## config.mk

```make
export PLATFORM = sky130hd
export DESIGN_NAME = sms_controller
export DESIGN_NICKNAME = d
export VERILOG_FILES = /design/src/design/sms_pkg.sv /design/src/design/sms_controller.sv
export SDC_FILE = /design/constraint.sdc
export NUM_CORES = 1
export LEC_CHECK = 0
export BUFFER_PORTS_ARGS = -buffer_cell sky130_fd_sc_hd__buf_4
export CORE_ASPECT_RATIO = 0.8
export CORE_MARGIN = 2
export CORE_UTILIZATION = 45
export CTS_BUF_LIST = sky130_fd_sc_hd__clkbuf_16
export DETAILED_ROUTE_END_ITERATION = 8
export SETUP_SLACK_MARGIN = 0.02
export SKIP_LAST_GASP = 1
export SLEW_MARGIN = 15
export SYNTH_ARGS = -nofsm -noshare
export SYNTH_HDL_FRONTEND = slang
export SYNTH_SLANG_ARGS = --single-unit
```

## constraint.sdc

```tcl
create_clock -name clock -period 6.3 [get_ports clock]
set_clock_uncertainty 0.05 [all_clocks]
set_input_delay 1.26 -clock clock [delete_from_list [all_inputs] [get_ports clock]]
set_output_delay 1.26 -clock clock [all_outputs]
set_load 0.03 [all_outputs]
```

## src/design/sms_pkg.sv

```systemverilog
package sms_pkg;

   // one stored record: key above tag, as kept in the record memories
   typedef struct packed {
      logic [31:0] key;
      logic [7:0]  tag;
   } record_type;

   // commands from the controller to the datapath
   typedef struct packed {
      logic wr_en;      // write one record memory
      logic wr_sel;     // 0 writes memory 0, 1 writes memory 1
      logic wr_load;    // write data comes from the request item
      logic pick_left;  // merge write takes the left head
      logic rd_sel;     // memory whose read data is used next cycle
      logic load_a;     // left head takes the read data
      logic load_b;     // right head takes the read data
      logic rsp_load;   // result register takes the read data
   } cmd_type;

   // status from the datapath to the controller
   typedef struct packed {
      logic left_gt_right;  // left head key is greater than right head key
   } status_type;

endpackage

```

## src/design/sms_controller.sv

```systemverilog
module sms_controller #(
   parameter int MAX_RECORDS = 1024,
   parameter int AW = 10,
   parameter int CW = 11
) (
   input  logic                 clock,
   input  logic                 reset,
   input  logic                 req_valid,
   output logic                 req_ready,
   input  logic                 req_mode,
   input  logic                 req_final_load,
   output logic                 rsp_valid,
   input  logic                 rsp_ready,
   output logic                 rsp_last,
   output sms_pkg::cmd_type     cmd,
   input  sms_pkg::status_type  status,
   output logic [AW-1:0]        wr_addr,
   output logic [AW-1:0]        rd_addr
);
   import sms_pkg::*;

   localparam logic [2:0] ST_IDLE      = 3'd0;
   localparam logic [2:0] ST_RUN_START = 3'd1;
   localparam logic [2:0] ST_RD_A      = 3'd2;
   localparam logic [2:0] ST_RD_B      = 3'd3;
   localparam logic [2:0] ST_MERGE     = 3'd4;
   localparam logic [2:0] ST_FILL      = 3'd5;
   localparam logic [2:0] ST_FETCH     = 3'd6;

   localparam logic [CW-1:0] CAPACITY = CW'(MAX_RECORDS);
   localparam logic [CW-1:0] ONE      = CW'(1);

   logic [2:0]    state_ff, state_in;
   logic [CW-1:0] count_ff, count_in;
   logic [CW-1:0] rp_ff, rp_in;
   logic          sorted_ff, sorted_in;
   logic          res_sel_ff, res_sel_in;
   logic          src_ff, src_in;
   logic [CW-1:0] width_ff, width_in;
   logic [CW-1:0] lo_ff, lo_in;
   logic [CW-1:0] mid_ff, mid_in;
   logic [CW-1:0] hi_ff, hi_in;
   logic [CW-1:0] a_ff, a_in;
   logic [CW-1:0] b_ff, b_in;
   logic [CW-1:0] k_ff, k_in;
   logic          fill_left_ff, fill_left_in;
   logic          rsp_valid_ff, rsp_valid_in;
   logic          last_ff, last_in;

   logic          accept;
   logic [CW-1:0] count_eff;
   logic          room;
   logic [CW-1:0] count_new;
   logic [CW:0]   mid_sum;
   logic [CW:0]   hi_sum;
   logic [CW:0]   width_dbl;
   logic          take_left;
   logic [CW-1:0] a_next;
   logic [CW-1:0] b_next;
   logic [CW-1:0] k_next;
   logic [CW-1:0] rp_next;

   assign req_ready = (state_ff == ST_IDLE) && !(rsp_valid_ff && !rsp_ready);
   assign accept    = req_valid && req_ready;
   assign rsp_valid = rsp_valid_ff;
   assign rsp_last  = last_ff;

   // load bookkeeping: a load after the sort opens a new batch
   assign count_eff = sorted_ff ? '0 : count_ff;
   assign room      = count_eff != CAPACITY;
   assign count_new = room ? count_eff + ONE : count_eff;

   // run bounds, clipped to the record count
   assign mid_sum   = {1'b0, lo_ff} + {1'b0, width_ff};
   assign hi_sum    = mid_sum + {1'b0, width_ff};
   assign width_dbl = {width_ff, 1'b0};

   // merge choice: left on ties keeps the sort stable
   assign take_left = (a_ff != mid_ff) && ((b_ff == hi_ff) || !status.left_gt_right);
   assign a_next    = a_ff + ONE;
   assign b_next    = b_ff + ONE;
   assign k_next    = k_ff + ONE;
   assign rp_next   = rp_ff + ONE;

   // next state and commands
   always_comb begin
      state_in     = state_ff;
      count_in     = count_ff;
      rp_in        = rp_ff;
      sorted_in    = sorted_ff;
      res_sel_in   = res_sel_ff;
      src_in       = src_ff;
      width_in     = width_ff;
      lo_in        = lo_ff;
      mid_in       = mid_ff;
      hi_in        = hi_ff;
      a_in         = a_ff;
      b_in         = b_ff;
      k_in         = k_ff;
      fill_left_in = fill_left_ff;
      last_in      = last_ff;
      rsp_valid_in = rsp_valid_ff && !rsp_ready;
      cmd          = '0;
      cmd.rd_sel   = src_ff;
      wr_addr      = '0;
      rd_addr      = '0;
      case (state_ff)
         ST_IDLE: begin
            if (accept && !req_mode) begin
               // load an item into memory 0
               cmd.wr_en   = room;
               cmd.wr_sel  = 1'b0;
               cmd.wr_load = 1'b1;
               wr_addr     = count_eff[AW-1:0];
               count_in    = count_new;
               rp_in       = '0;
               sorted_in   = 1'b0;
               if (req_final_load) begin
                  if (count_new <= ONE) begin
                     sorted_in  = 1'b1;
                     res_sel_in = 1'b0;
                  end else begin
                     width_in = ONE;
                     lo_in    = '0;
                     src_in   = 1'b0;
                     state_in = ST_RUN_START;
                  end
               end
            end else if (accept && req_mode) begin
               // fetch the next sorted record, if any is left
               if (sorted_ff && (rp_ff != count_ff)) begin
                  rd_addr    = rp_ff[AW-1:0];
                  cmd.rd_sel = res_sel_ff;
                  rp_in      = rp_next;
                  last_in    = rp_next == count_ff;
                  state_in   = ST_FETCH;
               end
            end
         end
         ST_RUN_START: begin
            rd_addr = lo_ff[AW-1:0];
            mid_in  = (mid_sum >= {1'b0, count_ff}) ? count_ff : mid_sum[CW-1:0];
            hi_in   = (hi_sum >= {1'b0, count_ff}) ? count_ff : hi_sum[CW-1:0];
            a_in    = lo_ff;
            k_in    = lo_ff;
            b_in    = (mid_sum >= {1'b0, count_ff}) ? count_ff : mid_sum[CW-1:0];
            state_in = ST_RD_A;
         end
         ST_RD_A: begin
            cmd.load_a = 1'b1;
            rd_addr    = mid_ff[AW-1:0];
            state_in   = ST_RD_B;
         end
         ST_RD_B: begin
            cmd.load_b = 1'b1;
            state_in   = ST_MERGE;
         end
         ST_MERGE: begin
            // write one merged record into the other memory
            cmd.wr_en     = 1'b1;
            cmd.wr_sel    = ~src_ff;
            cmd.pick_left = take_left;
            wr_addr       = k_ff[AW-1:0];
            k_in          = k_next;
            fill_left_in  = take_left;
            if (take_left) begin
               a_in    = a_next;
               rd_addr = a_next[AW-1:0];
            end else begin
               b_in    = b_next;
               rd_addr = b_next[AW-1:0];
            end
            if (k_next != hi_ff) begin
               state_in = ST_FILL;
            end else if (hi_ff != count_ff) begin
               lo_in    = hi_ff;
               state_in = ST_RUN_START;
            end else begin
               // pass done: swap memories; double the run width, or finish when one run holds all records
               src_in = ~src_ff;
               if (width_dbl >= {1'b0, count_ff}) begin
                  sorted_in  = 1'b1;
                  res_sel_in = ~src_ff;
                  state_in   = ST_IDLE;
               end else begin
                  width_in = width_dbl[CW-1:0];
                  lo_in    = '0;
                  state_in = ST_RUN_START;
               end
            end
         end
         ST_FILL: begin
            cmd.load_a = fill_left_ff;
            cmd.load_b = !fill_left_ff;
            state_in   = ST_MERGE;
         end
         ST_FETCH: begin
            cmd.rsp_load = 1'b1;
            rsp_valid_in = 1'b1;
            state_in     = ST_IDLE;
         end
         default: begin
            state_in = ST_IDLE;
         end
      endcase
   end

   // control registers
   always_ff @(posedge clock) begin
      if (reset) begin
         state_ff     <= ST_IDLE;
         count_ff     <= '0;
         rp_ff        <= '0;
         sorted_ff    <= 1'b0;
         res_sel_ff   <= 1'b0;
         src_ff       <= 1'b0;
         rsp_valid_ff <= 1'b0;
      end else begin
         state_ff     <= state_in;
         count_ff     <= count_in;
         rp_ff        <= rp_in;
         sorted_ff    <= sorted_in;
         res_sel_ff   <= res_sel_in;
         src_ff       <= src_in;
         rsp_valid_ff <= rsp_valid_in;
      end
   end

   // run pointers and result flag
   always_ff @(posedge clock) begin
      width_ff     <= width_in;
      lo_ff        <= lo_in;
      mid_ff       <= mid_in;
      hi_ff        <= hi_in;
      a_ff         <= a_in;
      b_ff         <= b_in;
      k_ff         <= k_in;
      fill_left_ff <= fill_left_in;
      last_ff      <= last_in;
   end

endmodule

```

* Word-level counts from Yosys, hierarchy flattened
Index checks and enable logic that the tools add are counted.
** Cells by class
- Reduce and logical (&&, ||, !) cells :: 30
- Div/mod/pow operators :: 0
- Muxes and demuxes :: 74
- $add $sub $neg :: 7
- Bitwise logic cells :: 2
- Equality and inequality tests :: 28
- Multipliers :: 0
- Magnitude comparators :: 4
- Shifts and indexed selects :: 0
** Operators by type and width (number)
- $mux W11 :: 21
- $pmux W11 S2 :: 5
- $add A11 B1 Y11 const B :: 5
- $mux W10 :: 5
- $ne A11 B11 Y1 :: 4
- $pmux W10 S4 :: 1
- $ge A12 B11 Y1 :: 3
- $mux W1 :: 26
- $mux W3 :: 8
- $eq A11 B11 Y1 :: 2
- $pmux W10 S2 :: 1
- $ne A2 B2 Y1 const B :: 8
- $pmux W3 S5 :: 1
- $reduce_and A7 Y1 :: 2
- $add A11 B11 Y12 :: 1
- $add A12 B11 Y12 :: 1
- $reduce_and A6 Y1 :: 2
- $le A11 B1 Y1 const B :: 1
- $ne A11 B11 Y1 const B :: 1
- $pmux W1 S2 :: 5
- $eq A3 B3 Y1 const B :: 3
- $ne A3 B3 Y1 const B :: 3
- $reduce_and A4 Y1 :: 2
- $reduce_bool A2 Y1 :: 4
- 14 further kinds :: 30
** Word-level totals
- Latch bits :: 0
- Input port bits :: 7
- Bits in registers :: 108
- ROM bits :: 0
- Output and inout port bits :: 31
- Bits in writable memories :: 0
- Memories :: 0

* Depth between registers and ports, before layout
- Depth in word-level cells :: 9
- Gate-level depth with buffers :: 21
- Mapped depth without buffers :: 20

* Worst setup path after synthesis
Ideal clock, no wire load.
- Kind :: reg2reg
- Start :: register width_ff[0]
- End :: register hi_ff[2], data pin
- Arrival time :: 4.246 ns
- Setup slack :: 1.744 ns
- Data required time :: 5.990 ns
- Stages on the path, launching flop included :: 21
- Path through :: edfxtp_1 -> ha_1 -> inv_1 -> fa_1 -> nor2b_1 -> o21ai_0 -> a21boi_0 -> o21a_1 -> nor2_1 -> xnor2_1 -> ha_1 -> or3_1 -> o21ai_0 -> a21oi_1 -> or4b_1 -> nand3_1 -> ha_1 -> a21oi_1 -> o211a_1 -> buf_4 -> mux2_2
** Between the ends
- Cells in the longest elaborated chain, start to end :: 4
** Ends and longest elaborated chain
- start: declaration :: RTL line sms_controller.sv:39 : logic [CW-1:0] width_ff, width_in;
- start signal: assignment :: RTL line sms_controller.sv:231 : width_ff <= width_in;
- $add A11 B11 Y12 :: RTL line sms_controller.sv:74 : assign mid_sum = {1'b0, lo_ff} + {1'b0, width_ff};
- $add A12 B11 Y12 (*) :: RTL line sms_controller.sv:75 : assign hi_sum = mid_sum + {1'b0, width_ff};
- $ge A12 B11 Y1 :: RTL line sms_controller.sv:143 : hi_in = (hi_sum >= {1'b0, count_ff}) ? count_ff : hi_sum[CW-1:0];
- $mux W11 (*) :: RTL line sms_controller.sv:143
- end signal: assignment :: RTL line sms_controller.sv:234 : hi_ff <= hi_in;
- end: declaration :: RTL line sms_controller.sv:42 : logic [CW-1:0] hi_ff, hi_in;
Mark *: on every way between the ends. The rest lies on a longest branch, timed or not.
A chain may end at the register's enable or synchronous reset.

* Worst setup path after layout
- Start :: register width_ff[0]
- End :: register hi_ff[9], data pin
Same word-level chain as after synthesis.

==> summary.txt <==
status -> finished, final reports clean
vias per cell -> 6.01
fin crit period -> 5.38 ns
# nets final -> 995
starting DRC count in detailed routing -> 759
Synth Cell Area -> 8360 um2
Root Buffer -> clkbuf_16
number of failing hold endpoints at the final stage -> 0
synthesized area per cell -> 9.20 um2
synth top area cells -> edfxtp_1, ha_1, dfxtp_1
total power -> 1.98 mW
Die ar. -> 19,700 um2
Antenna Nets Post-Route -> 0
placed cells -> 1,143
vias in the first global route -> 6,515
Clk pin slew, worst setup/hold paths -> 0.08 ns
switching pwr -> 0.629 mW
post-DP HPWL -> 19.4 mm
pre-CTS WS -> 1.03 ns
via count -> 6,962
Synth top area share -> 28.4%
crit path from -> width_ff[0]
antenna violations before repair -> 1
H-tree levels -> 3
non-filler cells, final -> 1,159
post-synthesis to final-layout area growth -> 9.32%
most common cell after layout, fill and taps aside -> nor2_1
EDFF count, synth -> 79
crit path launch type -> flop
drt drc -> 0
Comb pwr share -> 24.3%
clk sinks -> 108
Syn Inst Count -> 909
post-cts resize count -> 0
total global routing track utilization -> 26.8%
Peak VDD IR -> 139 uV
Clock Latency Late Sink -> 0.37 ns
library cells used by synthesis -> 73
WL final -> 25.8 mm
leading area contributor after synthesis -> edfxtp_1
Flop pwr share -> 43.9%
#FFs+latches synth -> 108
final setup vio count -> 0
CP Class -> flop to flop
Hold-fix buffers, CTS -> 0
die width -> 156 um
total grt overflow -> 0
Req. time, crit path -> 6.37 ns
Max Cap Viol -> 0
RSZ-0062 raised after global routing -> false
DR pass1 iterations -> 6
most frequent cells in the layout -> nor2_1, edfxtp_1, xnor2_1, a21oi_1, ha_1
max-slew violations -> 0
# rows -> 44
Post-Syn Nets -> 980
YS warnings -> 0
Max-Slew Margin vs Limit -> 26.1%
Sw Ratio -> 31.7%
Worst Path Max Fanout -> 11
first-pass GRT wire length -> 39.3 mm
Placer Congestion -> 0.910
Die Y -> 126 um
P_int -> 1.35 mW
number of buffers created by CTS -> 9
r2r startpoint -> width_ff[0]
Setup Fix Bufs, Post-CTS -> 0
final clock period utilization by the worst path -> 85.4%
fmax -> 0.186 GHz
element type at the critical path end -> flop
Hold Crit Start -> res_sel_ff
Setup Total Neg Slack -> 0 ns
signal arrival time at the worst endpoint -> 5.45 ns
largest net degree at the start of global routing -> 35
starting density of the core -> 46.0%
CTS tree -> done
HP Class -> flop to flop
post-synthesis async set-or-reset flop share -> 0%
pin slew with the least headroom to its limit -> 1.11 ns
PD cells -> 217 nW/um2
ant diodes -> 0
cell leakage power -> 3.51 nW
port buffer count -> 37
clk buf depth -> 2
WL per Instance -> 22.3 um
Core ar. -> 18,200 um2
ratio of cells with drive above 1 in the final layout -> 11.5%
fin worst setup slack -> 0.923 ns
Most used DFF post-synth -> edfxtp_1
Seq/Total Area, Yosys -> 35.3%
I/O pins -> 38
Clock Power Share -> 31.7%
-- power groups by stage --
stage	Sequential, mW	Clock, mW	Combinational (mW)
after floorplan	0.857	0	0.363
after global placement	0.885	0	0.469
after detailed placement	0.885	0	0.474
after CTS	0.868	0.640	0.478
after global routing	0.875	0.662	0.529
final	0.870	0.629	0.482
-- synth_stat cells (4+ instances only) --
cell type / instances
nor2_1: 102
edfxtp_1: 79
a21oi_1: 66
xnor2_1: 65
ha_1: 62
nand2_1: 56
xor2_1: 41
inv_1: 40
o21ai_0: 39
nand3_1: 31
dfxtp_1: 29
clkbuf_1: 22
mux2_2: 22
nor3_1: 21
and3_1: 19
buf_2: 15
and2_1: 13
o21a_1: 13
a21o_1: 12
nand4_1: 11
or3_1: 11
a222oi_1: 10
nor2b_1: 10
mux2i_1: 8
nand2b_1: 7
nor4_1: 7
o211ai_1: 7
a22o_1: 6
buf_1: 5
nand4b_1: 5
o21ai_1: 5
a211oi_1: 4
or2_2: 4
-- flip-flops by register name (all words and copies together), names as in the netlist --
register      cells
rp_ff            11
hi_ff            11
src_ff            1
width_ff         11
b_ff             11
k_ff             11
rsp_last          1
a_ff             11
lo_ff            11
fill_left_ff      1
sorted_ff         1
res_sel_ff        1
mid_ff           11
count_ff         11
rsp_valid         1
state_ff          3
-- critical path, stage by stage, from the launching register on --
cell and delay, ns:
edfxtp_1 0.44, ha_1 0.21, inv_1 0.06, fa_1 0.41, nor2b_1 0.16, o21ai_0 0.12, a21boi_0 0.27, o21a_1 0.19
nor2_1 0.06, xnor2_1 0.31, ha_1 0.32, a21oi_1 0.20, nand2_1 0.06, o21ai_0 0.29, xnor2_1 0.16, ha_1 0.21
a2111oi_0 0.39, o21ai_0 0.19, a31oi_1 0.22, o211a_1 0.44, mux2_2 0.39
-- final timing paths --
check	to	slack, ns	cells past startpoint
setup reg to reg	hi_ff[9]	0.92	20
hold / removal	res_sel_ff	0.42	2
setup / recovery	hi_ff[9]	0.92	20
hold reg to reg	res_sel_ff	0.42	2
-- per-stage QoR --
stage / area [um2] / util (%) / hold WS [ns]
final: 9140 / 50.3 / 0.422
after global routing: 9140 / 50.3 / 0.481
after CTS: 9140 / 50.3 / 0.425
after detailed placement: 8820 / 48.6 / 0.415
after global placement: 8820 / 48.6 / 0.408
after floorplan: 8360 / - / 0.395
-- layout make-up --
class                   instances  area (um2)
repair buffers                 51         383
clock buffers                   9         225
inverters                      41         154
well taps                     230         288
flip-flops and latches        108        2950
fillers                      1686        9030
clock inverters                 7        90.1
multi-input cells             713        5050
-- per-layer routing --
layer | GRT usage [%] | share of wire, %
met5 | 0 | 0
met4 | 7.88 | 2.5
met3 | 6.40 | 7.8
met2 | 37.8 | 41
met1 | 40.4 | 49
-- cell families (layout without fill, tap and decap cells) --
kind of cell	after synthesis	in the layout	share of synthesized area, %
AOI/OAI and AO/OA	201	201	16.2
adders and majority gates	64	64	9.76
DFF	108	108	35.3
and+or+nand+nor	308	308	18.2
muxes	30	30	3.92
xor gates and xnor gates	110	110	12.1
buffers and inverters	88	108	4.41
(Power assumes the default switching activity.)
